<file path="src/hw/rtl/mvt_pkg.sv">
`timescale 1ns / 1ps

package mvt_pkg;

    localparam int NUM_ROWS    = 4;
    localparam int NUM_COLS    = 4;
    localparam int CFG_WIDTH   = 64;
    localparam int COEF_FRAC   = 12;
    localparam int DATA_FRAC   = 16;
    localparam int DOT_LATENCY = 4;

    typedef logic [1:0] t_cmd;
    localparam t_cmd CMD_FULL  = 2'd0;
    localparam t_cmd CMD_POINT = 2'd1;
    localparam t_cmd CMD_DIR   = 2'd2;

    typedef logic [1:0] t_reg_idx;
    localparam t_reg_idx REG_ROW_ZERO  = 2'd0;
    localparam t_reg_idx REG_ROW_ONE   = 2'd1;
    localparam t_reg_idx REG_ROW_TWO   = 2'd2;
    localparam t_reg_idx REG_ROW_THREE = 2'd3;

    typedef logic [CFG_WIDTH-1:0] t_row;

    // identity matrix
    localparam t_row ROW_RESET [NUM_ROWS] = '{
        64'h0000_0000_0000_1000,
        64'h0000_0000_1000_0000,
        64'h0000_1000_0000_0000,
        64'h1000_0000_0000_0000
    };

    typedef struct packed {
        logic valid;
        logic last;
    } t_ctl;

endpackage

</file>
<file path="src/hw/rtl/mvt_cfg.sv">
`timescale 1ns / 1ps

module mvt_cfg (
    input  logic              i_clk,
    input  logic              i_rst_n,
    input  logic              i_cfg_we,
    input  mvt_pkg::t_reg_idx i_cfg_index,
    input  mvt_pkg::t_row     i_cfg_data,
    output mvt_pkg::t_row     o_rows [mvt_pkg::NUM_ROWS]
);
    import mvt_pkg::*;

    t_row r_row [NUM_ROWS];
    t_row n_row [NUM_ROWS];

    always_comb begin
        n_row = r_row;
        if (i_cfg_we) begin
            case (i_cfg_index)
                REG_ROW_ZERO:  n_row[0] = i_cfg_data;
                REG_ROW_ONE:   n_row[1] = i_cfg_data;
                REG_ROW_TWO:   n_row[2] = i_cfg_data;
                REG_ROW_THREE: n_row[3] = i_cfg_data;
                default:       n_row = r_row;
            endcase
        end
    end

    always_ff @(posedge i_clk) begin
        if (!i_rst_n) begin
            r_row <= ROW_RESET;
        end else begin
            r_row <= n_row;
        end
    end

    assign o_rows = r_row;

endmodule

</file>
<file path="config.mk">
export PLATFORM = sky130hd
export DESIGN_NAME = mvt_cfg
export DESIGN_NICKNAME = d
export VERILOG_FILES = /design/src/hw/rtl/mvt_pkg.sv /design/src/hw/rtl/mvt_cfg.sv
export SDC_FILE = /design/constraint.sdc
export NUM_CORES = 1
export LEC_CHECK = 0
export ABC_AREA = 1
export BUFFER_PORTS_ARGS = -buffer_cell sky130_fd_sc_hd__buf_2
export CAP_MARGIN = 0
export CORE_UTILIZATION = 51
export CTS_CLUSTER_DIAMETER = 40
export DETAILED_ROUTE_END_ITERATION = 10
export PLACE_DENSITY = 0.75
export SLEW_MARGIN = 30
export SYNTH_ARGS = -nofsm -noshare
export SYNTH_HDL_FRONTEND = slang
export SYNTH_SLANG_ARGS = --single-unit
</file>
<file path="constraint.sdc">
create_clock -name i_clk -period 1.3 [get_ports i_clk]
set_input_delay 0.26 -clock i_clk [delete_from_list [all_inputs] [get_ports i_clk]]
set_output_delay 0.26 -clock i_clk [all_outputs]
set_load 0.02 [all_outputs]
</file>
==> results of run 1 <==
-- kinds of logic after synthesis --
| kind of cell | count (synthesis) |
|---|---|
| AOI/OAI and AO/OA | 63 |
| buffers and inverters | 353 |
| DFF | 256 |
| and+or+nand+nor | 962 |
-- routing by layer --
metal  share of wire, %  GRT usage (%)  routed length, µm
met1                 41          31.12              11770
met5                  0              0                  0
met3                8.9          8.063               2554
met4                3.5          11.56               1013
met2                 47          44.21              13500
-- path summary, 6_finish.rpt --
kind | start | endpoint | slack [ns] | cells after the start
setup / recovery | o_rows[248] | o_rows[248] | 0.02 | 1
hold / removal | i_cfg_data[63] | o_rows[63] | 0.05 | 3
setup reg to reg | o_rows[16] | o_rows[16] | 0.60 | 4
hold reg to reg | o_rows[210] | o_rows[210] | 0.47 | 2
-- tightest hold or removal path: cells and delay by family --
family	cells	cell delay, ns
buf+inv	1	0.11
simple gates	2	0.13
-- through the flow --
step                hold WS [ns]  setup TNS, ns  utilization [%]  instance area [µm²]  worst slack [ns]
floorplan                 0.3949              0                -                10630            0.1583
global placement          0.4348              0            61.71                12570           0.04943
detailed placement        0.4465              0            61.71                12570           0.02308
CTS                      0.02600              0            67.77                13800         0.0004877
global route             0.04702      -0.002618            68.32                13910         -0.002618
finish                   0.04761              0            68.33                13910           0.02135
-- layout make-up --
| class | count | area, µm² |
|---|---|---|
| antenna | 1 | 2.502 |
| clock buffer | 43 | 978.4 |
| clock inverter | 15 | 241.5 |
| fill | 1803 | 6450 |
| inverter | 254 | 953.4 |
| multi-input combinational | 1025 | 4068 |
| sequential | 256 | 5127 |
| tap | 270 | 337.8 |
| timing repair buffer | 356 | 2206 |
-- cell usage in the layout (no fill, tap or decap), drive strengths merged --
| cell | Yosys | routed |
|---|---|---|
| dfxtp | 256 | 256 |
| inv | 254 | 254 |
| nand3 | 71 | 71 |
| nand2 | 446 | 446 |
| buf | 84 | 353 |
| clkbuf | 15 | 46 |
| a21oi | 63 | 63 |
| bufinv | 0 | 6 |
| nand4 | 3 | 3 |
| nor2 | 442 | 442 |
| clkinv | 0 | 7 |
| clkinvlp | 0 | 2 |
| diode | 0 | 1 |
-- where the power goes --
| group | total, mW | switching [mW] | internal [mW] |
|---|---|---|---|
| registers | 8.47 | 0.204 | 8.27 |
| clock network | 9.95 | 3.44 | 6.52 |
| logic | 2.64 | 1.75 | 0.889 |
-- timing repair --
action,CTS,global route
gates resized for setup,6,52
setup endpoints to repair,5,42
hold buffers,0,0
==> flow_summary.json, run 1 <==
{
  "drcViolationCount": 0,
  "htreeDepth": 2,
  "globalplace.congestion": 0.8150,
  "cts_tree": "built",
  "ys_top_cells_by_area": "dfxtp_1 48%, nand2_1 16%, nor2_1 16%",
  "path_max_fanout": 2,
  "synth-compound-area-share_pct": 2.965,
  "largest_register_ffs": 256,
  "synthAdderAreaFrac_pct": 0,
  "fin_worst_skew_ns": 0,
  "vias": 10320,
  "synth.avg_cell_area_um2": 6.507,
  "cp_cell_sequence": "clkbuf_4",
  "ys_async_sr_fraction_pct": 0,
  "hp-class": "in2reg",
  "synthFlopType": "dfxtp_1",
  "cp.required_ns": 1.04,
  "die_area_um2": 21430,
  "final-instance-count-excl-fill": 2220,
  "clock-sinks": 256,
  "synth_enable_flop_cells": 0,
  "syn-cell-area_um2": 10630,
  "grt_max_degree": 72,
  "die_w_um": 146.4,
  "netlist_instances": 1634,
  "dp.cells": 2161,
  "die_h_um": 146.4,
  "routed_wl_um": 28840,
  "fp.coreArea_um2": 20360,
  "firstDrtPassIters": 6,
  "grt_overflow": 0,
  "timing.fmax_ghz": 0.7821,
  "synth_top_family_by_area": "simple AND/OR/NAND/NOR gates",
  "synthMuxAreaShare_pct": 0,
  "yosysMostFrequentCell": "nand2_1",
  "cp.arrival_ns": 1.02,
  "cp_num_buf_inv": 1,
  "drive_above_1_share_pct": 21.40,
  "powerDensity_nw_per_um2": 1514,
  "total_power_mw": 21.07,
  "yosysUniqueCellTypes": 12,
  "path_clk_slew_ns": 0.05,
  "drtIter0Drc": 437,
  "routed_via_density": 4.646,
  "clk_latency_ns": 0.49,
  "numCtsBuffers": 35,
  "wl_per_cell_um": 12.99,
  "final_nets": 1997,
  "grt_pass1_wl_um": 46430,
  "track_usage_pct": 26.39,
  "floorplan.initialDensity_pct": 52.21,
  "tightestPinTransition_ns": 0.3117,
  "fin_crit_ns": 1.279,
  "hold_violations": 0,
  "status": "finished, final reports clean",
  "critPathLaunchType": "register",
  "synth-xor-area-share_pct": 0,
  "ios": 325,
  "relSlewSlack_pct": 79.22,
  "synth.ff_latch_count": 256,
  "syn-num-nets": 1703,
  "maxSlewViolCount": 0,
  "drv_cap": 0,
  "synth.top_cell.area_share_pct": 48.20,
  "root_buffer": "clkbuf_16",
  "num_rows": 52,
  "yosysTopAreaCell": "dfxtp_1",
  "area_growth_pct": 30.87,
  "io_buffers": 324,
  "critPathKind": "reg2out",
  "setup_viol": 0,
  "synth_commonest_cells": "446 x nand2_1, 442 x nor2_1, 256 x dfxtp_1",
  "dp_hpwl_um": 19780,
  "antenna_left": 0,
  "yosys_warnings": 0,
  "cpPeakStageDelay_ns": 0.35,
  "cts_buffer_depth": 3,
  "grt_antenna_before_repair": 1,
  "cp-end-kind": "primary output",
  "p_leak_nw": 8.099,
  "synth-simple-area-share_pct": 34.87,
  "crit_slowest_cell": "dfxtp_1",
  "grt_pass1_vias": 9567,
  "post_cts_buffers": 0,
  "peakVddDrop_mv": 1.127,
  "fin_crit_sh_pct": 98.36,
  "ys_seq_area_share_pct": 48.20,
  "critPathTopFamily": "flip-flops"
}
Power figures use the tool's default switching activity.
==> run 2, diff against run 1 <==
- RECOVER_POWER: unset -> 50
==> flow_summary.json, run 2 (synthesis results as in run 1) <==
{
  "cp-end-kind": "primary output",
  "hp-class": "in2reg",
  "post_cts_buffers": 0,
  "dpl_cell_area_um2": 12570,
  "setup_viol": 0,
  "reg2reg_from": "o_rows[16]",
  "clock-sinks": 256,
  "cts_tree": "built",
  "die_area_um2": 21430,
  "io_buffers": 324,
  "track_usage_pct": 26.39,
  "area_growth_pct": 28.98,
  "fp.coreArea_um2": 20360,
  "powerDensity_nw_per_um2": 1532,
  "final-instance-count-excl-fill": 2220,
  "dp_hpwl_um": 19780,
  "ios": 325,
  "holdWs_ns": 0.04301,
  "routed_via_density": 4.646,
  "hp-start": "i_cfg_data[63]",
  "path_clk_slew_ns": 0.05,
  "status": "finished, final reports clean",
  "n_fill_cell": 1833,
  "cts_buffer_depth": 3,
  "die_w_um": 146.4,
  "grt_pass1_wl_um": 46430,
  "final_core_util_pct": 67.34,
  "grt_antenna_before_repair": 1,
  "total_power_mw": 21.02,
  "cp_num_buf_inv": 1,
  "relSlewSlack_pct": 45.28,
  "drv_cap": 0,
  "crit_slowest_cell": "dfxtp_1",
  "globalplace.congestion": 0.8150,
  "antenna_left": 0,
  "hold_buffers": 0,
  "final_area_um2": 13710,
  "routed_wl_um": 28880,
  "fin_worst_skew_ns": 0,
  "peakVddDrop_mv": 1.131,
  "drive_above_1_share_pct": 21.14,
  "critPathTopFamily": "flip-flops",
  "crit_start": "o_rows[248]",
  "fin_crit_ns": 1.281,
  "tightestPinTransition_ns": 0.8208,
  "maxSlewViolCount": 0,
  "htreeDepth": 2,
  "firstDrtPassIters": 5,
  "cpPeakStageDelay_ns": 0.35,
  "hold_violations": 0,
  "largest_register_ffs": 256,
  "vias": 10310,
  "grt_overflow": 0,
  "cp_cell_sequence": "clkbuf_4",
  "drtIter0Drc": 425,
  "timing.fmax_ghz": 0.7807,
  "grt_max_degree": 72,
  "cp.required_ns": 1.04,
  "final_common_cell": "nand2_1",
  "root_buffer": "clkbuf_16",
  "final_nets": 1997,
  "num_rows": 52,
  "wl_per_cell_um": 13.01,
  "layout_common_cells": "446 x nand2_1, 442 x nor2_1, 279 x buf_2, 254 x inv_1, 254 x dfxtp_1",
  "die_h_um": 146.4,
  "numCtsBuffers": 35,
  "drcViolationCount": 0,
  "floorplan.initialDensity_pct": 52.21,
  "critPathKind": "reg2out",
  "grt_pass1_vias": 9567,
  "dp.cells": 2161,
  "p_leak_nw": 8.015,
  "fin_crit_sh_pct": 98.53,
  "cp.arrival_ns": 1.02,
  "path_max_fanout": 2,
  "clk_latency_ns": 0.49,
  "critPathLaunchType": "register"
}
## run 2: cell types whose count changed in the layout (fill, tap and decap cells not counted)
cell	previous run	this run
clkbuf_4	3	6
buf_4	57	54
nor2_4	1	0
nand3_1	68	70
clkbuf_1	3	5
buf_2	276	279
nor2_1	441	442
clkbuf_2	0	6
nand3_4	3	1
buf_12	17	6
## run 2: final timing paths
kind	slack [ns]	end	cells after the start
worst max-delay path	0.02	o_rows[248]	1
worst min-delay path	0.04	o_rows[63]	3
worst max register to register	0.59	o_rows[16]	4
worst min register to register	0.47	o_rows[213]	2
## run 2: routing by layer
layer,wire (µm),share of wire (%),vias to the layer above,GRT usage [%]
li1,-,-,5330,-
met1,11870,41,4565,31.12
met2,13460,47,335,44.21
met3,2506,8.7,84,8.063
met4,1046,3.6,0,11.56
met5,0,0,-,0
## run 2: layout make-up
cell class	count	area, µm²	share of cell area [%]
diodes	1	2.502	0.01825
flip-flops and latches	256	5127	37.39
clock buffers	43	978.4	7.134
well taps	270	337.8	2.463
inverters	254	953.4	6.952
multi-input cells	1025	4035	29.42
repair buffers	356	2038	14.86
clock inverters	15	241.5	1.761
## run 2: repair_timing
item                                    in CTS  in global routing
gates cloned                                 0                  0
pin swaps                                    0                  0
gates resized for setup                      6                 52
endpoints found under the setup margin       5                 42
## run 2: where the power goes
group          leakage [nW]  switching [mW]  internal (mW)
sequential             2.10           0.204           8.27
clock                 0.594            3.44           6.52
combinational          5.32            1.74          0.847
total                  8.01            5.38           15.6
## run 2: metrics by stage
stage / TNS, ns / setup WS, ns
2_1_floorplan: 0 / 0.1583
3_3_place_gp: 0 / 0.04943
3_5_place_dp: 0 / 0.02308
4_1_cts: 0 / 0.0004877
5_1_grt: -0.002618 / -0.002618
6_report: 0 / 0.01917
==> run 3, diff against run 2 <==
==> constraint.sdc (replaced) <==
create_clock -name i_clk -period 1.3 [get_ports i_clk]
set_input_delay 0.13 -clock i_clk [delete_from_list [all_inputs] [get_ports i_clk]]
set_output_delay 0.13 -clock i_clk [all_outputs]
set_load 0.02 [all_outputs]
==> flow_summary.json, run 3 (synthesis results as in run 1) <==
{
  "status": "finished, final reports clean",
  "relSlewSlack_pct": 56.17,
  "die_w_um": 146.4,
  "hold_violations": 0,
  "numCtsBuffers": 37,
  "grt_max_degree": 77,
  "crit_slowest_cell": "dfxtp_1",
  "cp.required_ns": 1.17,
  "cp_num_buf_inv": 1,
  "drcViolationCount": 0,
  "fin_crit_sh_pct": 91.02,
  "ios": 325,
  "top_usage_layer": "met2",
  "timing.fmax_ghz": 0.8451,
  "path_clk_slew_ns": 0.06,
  "grt_pass1_vias": 9977,
  "area_growth_pct": 35.14,
  "fin_worst_skew_ns": 0,
  "clk_latency_ns": 0.49,
  "num_rows": 52,
  "path_max_fanout": 2,
  "rsz0062_at_grt": "false",
  "vias": 10650,
  "largest_register_ffs": 256,
  "wl_per_cell_um": 13.24,
  "firstDrtPassIters": 6,
  "fp.coreArea_um2": 20360,
  "hp-class": "in2reg",
  "cp_cell_sequence": "buf_2",
  "critPathLaunchType": "register",
  "final_area_um2": 14370,
  "io_buffers": 324,
  "maxSlewViolCount": 0,
  "tns_ns": 0,
  "critPathKind": "reg2out",
  "antenna_cells": 0,
  "globalplace.congestion": 0.7967,
  "routed_via_density": 4.643,
  "antenna_left": 0,
  "dp_hpwl_um": 19800,
  "htreeDepth": 2,
  "p_leak_nw": 8.177,
  "tightestPinTransition_ns": 0.6574,
  "final_common_cell": "nand2_1",
  "track_usage_pct": 28.01,
  "root_buffer": "clkbuf_16",
  "cp-end-kind": "primary output",
  "die_area_um2": 21430,
  "routed_wl_um": 30380,
  "powerDensity_nw_per_um2": 1469,
  "layout_common_cells": "446 x nand2_1, 441 x nor2_1, 257 x buf_2, 256 x dfxtp_1, 254 x inv_1",
  "grt_overflow": 0,
  "fin_crit_ns": 1.183,
  "final_nets": 2068,
  "grt_pass1_wl_um": 49030,
  "dpl_cell_area_um2": 12680,
  "setup_viol": 0,
  "cts_tree": "built",
  "n_fill_cell": 1722,
  "cpPeakStageDelay_ns": 0.37,
  "cp.arrival_ns": 1.05,
  "drive_above_1_share_pct": 17.54,
  "clock-sinks": 256,
  "use_met1_pct": 31.99,
  "use_met3_pct": 8.750,
  "drtIter0Drc": 435,
  "critPathTopFamily": "flip-flops",
  "peakVddDrop_mv": 0.9551,
  "grt_antenna_before_repair": 0,
  "die_h_um": 146.4,
  "cts_buffer_depth": 3,
  "final_core_util_pct": 70.56,
  "grt_use_met2_pct": 47.29,
  "drv_cap": 0,
  "floorplan.initialDensity_pct": 52.21
}
run 3: area by class of cell:
| class | instances | area, µm² | area share (%) |
|---|---|---|---|
| well taps | 270 | 337.8 | 2.351 |
| flip-flops and latches | 256 | 5125 | 35.67 |
| clock inverters | 18 | 224.0 | 1.559 |
| inverters | 254 | 953.4 | 6.635 |
| multi-input cells | 1025 | 4055 | 28.22 |
| repair buffers | 425 | 2674 | 18.61 |
| clock buffers | 46 | 999.7 | 6.957 |
run 3: path summary, 6_finish.rpt:
| path | startpoint | end | slack, ns | cells past startpoint |
|---|---|---|---|---|
| max reg2reg | o_rows[94] | o_rows[94] | 0.60 | 4 |
| max | o_rows[224] | o_rows[224] | 0.12 | 1 |
| min | i_cfg_index[0] | o_rows[156] | 0.04 | 3 |
| min reg2reg | o_rows[204] | o_rows[204] | 0.47 | 2 |
run 3: worst reg2reg max path: cells and delay by family, from the launching register on:
kind | cells | cell delay [ns]
flip-flops | 1 | 0.32
AND/OR/NAND/NOR | 3 | 0.20
buffers and inverters | 1 | 0.07
run 3: power breakdown:
part           internal [mW]  switching [mW]
combinational          0.965            1.80
clock                   6.29            3.59
sequential              8.27           0.203
run 3: metal layers:
layer	share of wire, %	up-vias
li1	-	5472
met1	39	4717
met2	47	372
met3	8.7	91
met4	4.4	0
met5	0	-
run 3: per-stage QoR:
| step | cells | setup slack [ns] | total power [mW] | hold WS (ns) |
|---|---|---|---|---|
| 2_1_floorplan | 1634 | 0.2883 | 10.25 | 0.2649 |
| 3_3_place_gp | 2166 | 0.1891 | 11.21 | 0.4059 |
| 3_5_place_dp | 2166 | 0.1506 | 11.27 | 0.4101 |
| 4_1_cts | 2294 | 0.08509 | 21.32 | 0.02031 |
| 5_1_grt | 2294 | 0.07116 | 21.94 | 0.04650 |
| 6_report | 2294 | 0.1168 | 21.11 | 0.03682 |
run 3: repair_timing:
action / CTS / global route
hold buffers: 64 / 0
resized for setup: 0 / 0
hold endpoints to repair: 220 / 0
setup buffers: 0 / 0
